### src/psm_pkg.sv
// Shared types and constants for the planar shape matching block.
// Holds the request and response records of the serial divider and square root units.
// No dependencies.
`timescale 1ns / 1ps
`default_nettype none

package psm_pkg;

    // width that the block sums are brought down to before the solve
    localparam int NORM_W = 24;

    // saturation limits of M entries and of the output entries
    localparam logic [30:0] M_LIMIT   = 31'h3FFF_FFFF;
    localparam logic [30:0] OUT_LIMIT = 31'h7FFF_FFFF;

    // rounded, saturated division request
    typedef struct packed {
        logic               start;
        logic signed [63:0] num;
        logic signed [63:0] den;
        logic        [30:0] lim;
    } t_div_req;

    typedef struct packed {
        logic               done;
        logic signed [31:0] quo;
    } t_div_rsp;

    // integer square root request
    typedef struct packed {
        logic        start;
        logic [63:0] val;
    } t_sqrt_req;

    typedef struct packed {
        logic        done;
        logic [31:0] root;
    } t_sqrt_rsp;

endpackage

`default_nettype wire

### src/psm_sqrt.sv
// Serial integer square root, floor(sqrt(val)) of a 64 bit value.
// Two radicand bits per cycle, after the value is loaded. Uses psm_pkg.
`timescale 1ns / 1ps
`default_nettype none

module psm_sqrt (
    input  wire logic              i_clk,
    input  wire logic              i_rst_n,
    input  wire psm_pkg::t_sqrt_req i_req,
    output psm_pkg::t_sqrt_rsp     o_rsp
);
    import psm_pkg::*;

    logic        r_busy;
    logic [4:0]  r_cnt;
    logic [63:0] r_v;
    logic [35:0] r_rem;
    logic [31:0] r_root;
    logic        r_done;

    logic [35:0] rem_s;
    logic [35:0] trial;
    logic        ge;

    // bring down two bits and try the next root bit
    assign rem_s = {r_rem[33:0], r_v[63:62]};
    assign trial = {2'b00, r_root, 2'b01};
    assign ge    = rem_s >= trial;

    always_ff @(posedge i_clk) begin
        if (!i_rst_n) begin
            r_busy <= 1'b0;
            r_cnt  <= '0;
            r_done <= 1'b0;
        end else if (i_req.start) begin
            r_busy <= 1'b1;
            r_cnt  <= '0;
            r_v    <= i_req.val;
            r_rem  <= '0;
            r_root <= '0;
            r_done <= 1'b0;
        end else if (r_busy) begin
            r_rem  <= ge ? (rem_s - trial) : rem_s;
            r_root <= {r_root[30:0], ge};
            r_v    <= {r_v[61:0], 2'b00};
            r_cnt  <= r_cnt + 5'd1;
            r_done <= (r_cnt == 5'd31);
            if (r_cnt == 5'd31) begin
                r_busy <= 1'b0;
            end
        end else begin
            r_done <= 1'b0;
        end
    end

    assign o_rsp.done = r_done;
    assign o_rsp.root = r_root;

endmodule

`default_nettype wire

### config.mk
export PLATFORM = sky130hd
export DESIGN_NAME = psm_sqrt
export DESIGN_NICKNAME = d
export VERILOG_FILES = /design/src/psm_pkg.sv /design/src/psm_sqrt.sv
export SDC_FILE = /design/constraint.sdc
export NUM_CORES = 1
export LEC_CHECK = 0
export BUFFER_PORTS_ARGS = -buffer_cell sky130_fd_sc_hd__buf_4
export CAP_MARGIN = 40
export CELL_PAD_IN_SITES_DETAIL_PLACEMENT = 1
export CELL_PAD_IN_SITES_GLOBAL_PLACEMENT = 1
export CORE_MARGIN = 5
export CORE_UTILIZATION = 50
export CTS_CLUSTER_DIAMETER = 40
export DETAILED_ROUTE_END_ITERATION = 10
export GPL_ROUTABILITY_DRIVEN = 0
export HOLD_SLACK_MARGIN = 0.08
export PLACE_DENSITY = 0.84
export SLEW_MARGIN = 10
export SYNTH_ARGS = -nofsm -noshare
export SYNTH_HDL_FRONTEND = slang
export SYNTH_SLANG_ARGS = --single-unit
### constraint.sdc
create_clock -name i_clk -period 7.9 [get_ports i_clk]
set_clock_uncertainty 0.2 [all_clocks]
set_input_delay 1.58 -clock i_clk [delete_from_list [all_inputs] [get_ports i_clk]]
set_output_delay 1.58 -clock i_clk [all_outputs]
set_load 0.1 [all_outputs]
---- Word level (Yosys, flattened, before mapping) ----
Cells that the tools add are included.
word-level totals
  memories ................................ 0
  memory bits (writable) .................. 0
  bits in latches ......................... 0
  bits in read-only memories .............. 0
  input port bits ......................... 67
  register bits after elaboration ......... 137
  logic and storage cells ................. 24
cells by class
  mux-type cells .......................... 8
  shifts and indexed selects .............. 0
  bitwise gates (word level) .............. 2
  reduce and logical (&&, ||, !) cells .... 4
  divide/modulo/power cells ............... 0
  $mul .................................... 0
  order comparisons ....................... 1
  $add $sub $neg .......................... 2
  eq/ne operators ......................... 1
operator list
  kind                                         count
  2-to-1 mux 64 bit                            2
  2-to-1 mux 34 bit                            2
  >= comparator 36 x 34 -> 1 bit               1
  subtractor 34 bit                            1
  2-to-1 mux 32 bit                            1
  adder 5 x 1 -> 5 bit, second input constant  1
  == test 5 bit, second input constant         1
  2-to-1 mux 1 bit                             3
  OR reduction 3 bit                           1
  NOT 1 bit                                    2
  AND reduction 2 bit                          1
  nonzero test 2 bit                           1
  OR reduction 2 bit                           1

---- Longest topological paths before layout ----
  depth in word-level cells ............... 4
  depth in mapped cells ................... 13

---- Least setup slack after synthesis ----
Ideal clock, no wire load.
  path type ............................... input-to-reg
  from .................................... in i_req[64] (netlist name)
  to ...................................... reg r_rem[0] (enable)
  arrival time ............................ 5043 ps
  buffers on the path ..................... 2
  setup slack ............................. 2156 ps
  cell stages on the path ................. 3
  required time ........................... 7199 ps
  path through ............................ clkbuf_1 -> clkbuf_1 -> o21a_1
on the way
  cells in the longest elaborated chain, start to end .. 2
RTL lines
  element                               RTL line        source
  start, declared                       psm_sqrt.sv:9   input wire psm_pkg::t_sqrt_req i_req,
  nonzero test 2 bit (no source line)   --
  AND reduction 2 bit (no source line)  --
  end signal, assigned                  psm_sqrt.sv:43  r_rem <= ge ? (rem_s - trial) : rem_s;
  end, declared                         psm_sqrt.sv:17  logic [35:0] r_rem;
No other way between the ends.
A chain may end at the register's enable or synchronous reset.

---- Worst setup path after layout ----
  from .................................... reg r_root[23]
  to ...................................... reg r_rem[32], data pin
on the way
  cells in the longest elaborated chain, start to end .. 3
  elaborated cells on any way between the ends .. 4
  those cells by class .................... add/sub (1); order compare (1); mux (2)
RTL lines
  element                                                              RTL line                        source
  start, declared                                                      psm_sqrt.sv:18                  logic [31:0] r_root;
  start signal, assigned                                               psm_sqrt.sv:44                  r_root <= {r_root[30:0], ge};
  subtractor 34 bit or >= comparator 36 x 34 -> 1 bit (tied branches)  psm_sqrt.sv:43, psm_sqrt.sv:28
  2-to-1 mux 34 bit (*)                                                psm_sqrt.sv:43
  2-to-1 mux 34 bit (*)                                                psm_sqrt.sv:42                  end else if (r_busy) begin
Every way passes the cells marked *; elsewhere a longest branch is shown, timed or not. The select of a mux whose other input is x is not followed.

==> impl_metrics.toml <==
[critical_path]
worst-setup-path-type = "flop to flop"
cp_max_fo = 17
crit_arrival_ns = 3.71
crit_path_frequent_cell = "a21o_1"
path_depth = 11
path_cells = "inv_1, ha_1, a21o_1, a21o_1, a21oi_1, o211ai_1, a31oi_1, and2_1, buf_4, nor2_1, a21o_1"
cp_slowest_cell = "and2_1"
crit_path_max_incr_delay_ns = 0.62
endpoint_kind = "flop"
crit_buf_inv = 2
crit_family = "compound AO/OA/AOI/OAI gates"
crit_required_ns = 7.88
critPathLaunchType = "flop"
rr_worst_depth = 11

[sta]
tns_ns = 0
hold_viol_final = 0
finalMaxSlewViolations = 0
max_freq_ghz = 0.268
setup_viol = 0
worst_pin_slew_ns = 0.691
rsz0062_at_grt = "false"
fin_crit_ns = 3.73
min_period_over_period = 0.473
slew_headroom = 0.539

[grt]
grt_pass1_vias = 6039
gr-usage-all-layers = 0.235
antenna_found_initial = 0
grt_pass1_wl_mm = 32.6
grt_max_degree = 59
grt_overflow_total = 0

[clocking]
cts_max_level = 4
cts_resized = 0
worstSkewPairLatency_ns = 0.43
postCtsSetupRepairBufs = 0
cts_tree = "built"
root_buffer = "clkbuf_16"
clock-sinks = 137
clock_path_buffers = 2
numCtsBuffers = 17
holdBufCountCts = 0
path_clk_slew_ns = 0.06

[route]
route.detailed.drc = 0
wl_per_cell_um = 21.1
drt_pass1_iterations = 4
dr_total_vias = 5579
viasPerCell = 5.81
wirelength_mm = 20.3
ant_nets = 0
drt-initial-drc-count = 294

[outcome]
outcome = "complete, no violations"

[floorplan]
die_h_um = 133
initial_core_util = 0.515
ioPinCount = 100
die_x_um = 133
core_um2 = 14600
die-area_um2 = 17600
core.rowCount = 44

[min_path]
hold_path_class = "flop to flop"
min_path_cells = 2

[synth]
synth_nets = 774
synth_edf_count = 130
postSynthCellCount = 671
syn_area_um2 = 7540
ys_top_cells_by_area = "edfxtp_1 52%, mux2_2 9.3%, ha_1 6.0%"
synth_most_common_cell = "edfxtp_1"
synth.top_cell.area_share = 0.518
synth_largest_area_cell = "edfxtp_1"
synth-seq-cells = 137
ys_types = 55
seq_area_frac_synth = 0.537
yosys_warnings = 0
yosys-top-cells-count = "130 x edfxtp_1, 69 x nand2_1, 69 x nor2_1, 62 x mux2_2, 47 x a21oi_1"
synth_area_per_cell_um2 = 11.2
ys_async_sr_fraction = 0
synth_ff_type = "edfxtp_1"

[power_and_ir_drop]
comb_power_share = 0.242
power.density_nw_per_um2 = 244
p_seq_frac = 0.408
cellLeakagePower_nw = 3.63
peakVddDrop_mv = 0.171
p_int_mw = 1.50
pwr-share-clk = 0.350
p_sw_uw = 697
total_power_mw = 2.20
swShare = 0.317

[place]
dpl.hpwl_mm = 13.5
port_buffers = 99

[final_layout]
fin_nets = 867
multi_input_area_um2 = 3190
seq_area_um2 = 4040
syn_to_final_growth_pct = 19.3
drive_gt1_frac = 0.264
antenna_cells = 0
layout.filler_cells = 1515

[flow_run]
timing.max_cap.violations = 0
-- metrics by stage --
stage | area [um2] | hold slack [ns] | setup slack [ns] | utilization | cells
after global routing | 8990 | 0.364 | 3.89 | 0.614 | 961
after global placement | 8410 | 0.283 | 3.77 | 0.574 | 928
after detailed placement | 8440 | 0.319 | 3.98 | 0.576 | 929
final | 8990 | 0.343 | 4.17 | 0.614 | 961
after floorplan | 7540 | 0.267 | 2.16 | - | 671
after CTS | 8990 | 0.342 | 4.16 | 0.614 | 961
-- tightest hold or removal path, cell delays in order (launching register included) --
cell	delay (ns)
dfxtp_1	0.35
xor2_1	0.08
nor2_1	0.08
-- logic make-up after synthesis --
family          count (synthesis)  synth area share
xor+xnor                       29            0.0337
simple gates                  191             0.114
buf+inv                        74            0.0405
compound gates                140             0.120
flops                         137             0.537
fa+ha+maj                      36            0.0598
mux                            64            0.0953
-- power groups by stage --
stage	combinational, mW	sequential, mW	clock (mW)
after detailed placement	0.519	0.910	0
after global placement	0.494	0.906	0
after global routing	0.579	0.901	0.812
after floorplan	0.324	0.973	0
final	0.531	0.897	0.768
after CTS	0.531	0.897	0.775
-- registers in the layout, indices dropped and copies added (netlist names) --
signal  count
r_v        64
r_rem      34
r_root     32
r_cnt       5
r_busy      1
r_done      1
-- placed cells by master, fill, tap and decap left out, drive strengths merged, types with 18 or more instances in the layout --
cell	netlist	routed
ha	36	36
mux2	62	62
xnor2	21	21
edfxtp	130	130
clkbuf	19	18
o21ai	24	24
nor2	69	69
inv	43	46
a21oi	47	47
buf	12	105
nand2	69	69
-- metal layers --
layer  up-vias  wire length [um]  global-route usage
li1       2632                 -                   -
met1      2742              8260               0.277
met5         -                 0                   0
met3        46              1160              0.0615
met4         0               559              0.0941
met2       159             10300               0.409
-- worst paths after layout --
path	from	to	slack [ns]
worst max-delay path	r_root[23]	r_rem[32]	4.17
worst min-delay path	r_cnt[3]	r_cnt[3]	0.34
worst max register to register	r_root[23]	r_rem[32]	4.17
worst min register to register	r_cnt[3]	r_cnt[3]	0.34
-- final cells by class --
class                   count  area share
repair buffers            105      0.0899
flip-flops and latches    137       0.450
well taps                 184      0.0256
clock buffers              18      0.0477
inverters                  43      0.0180
multi-input cells         460       0.355
clock inverters            14      0.0138
No activity file was read; power rests on OpenSTA's default activity.
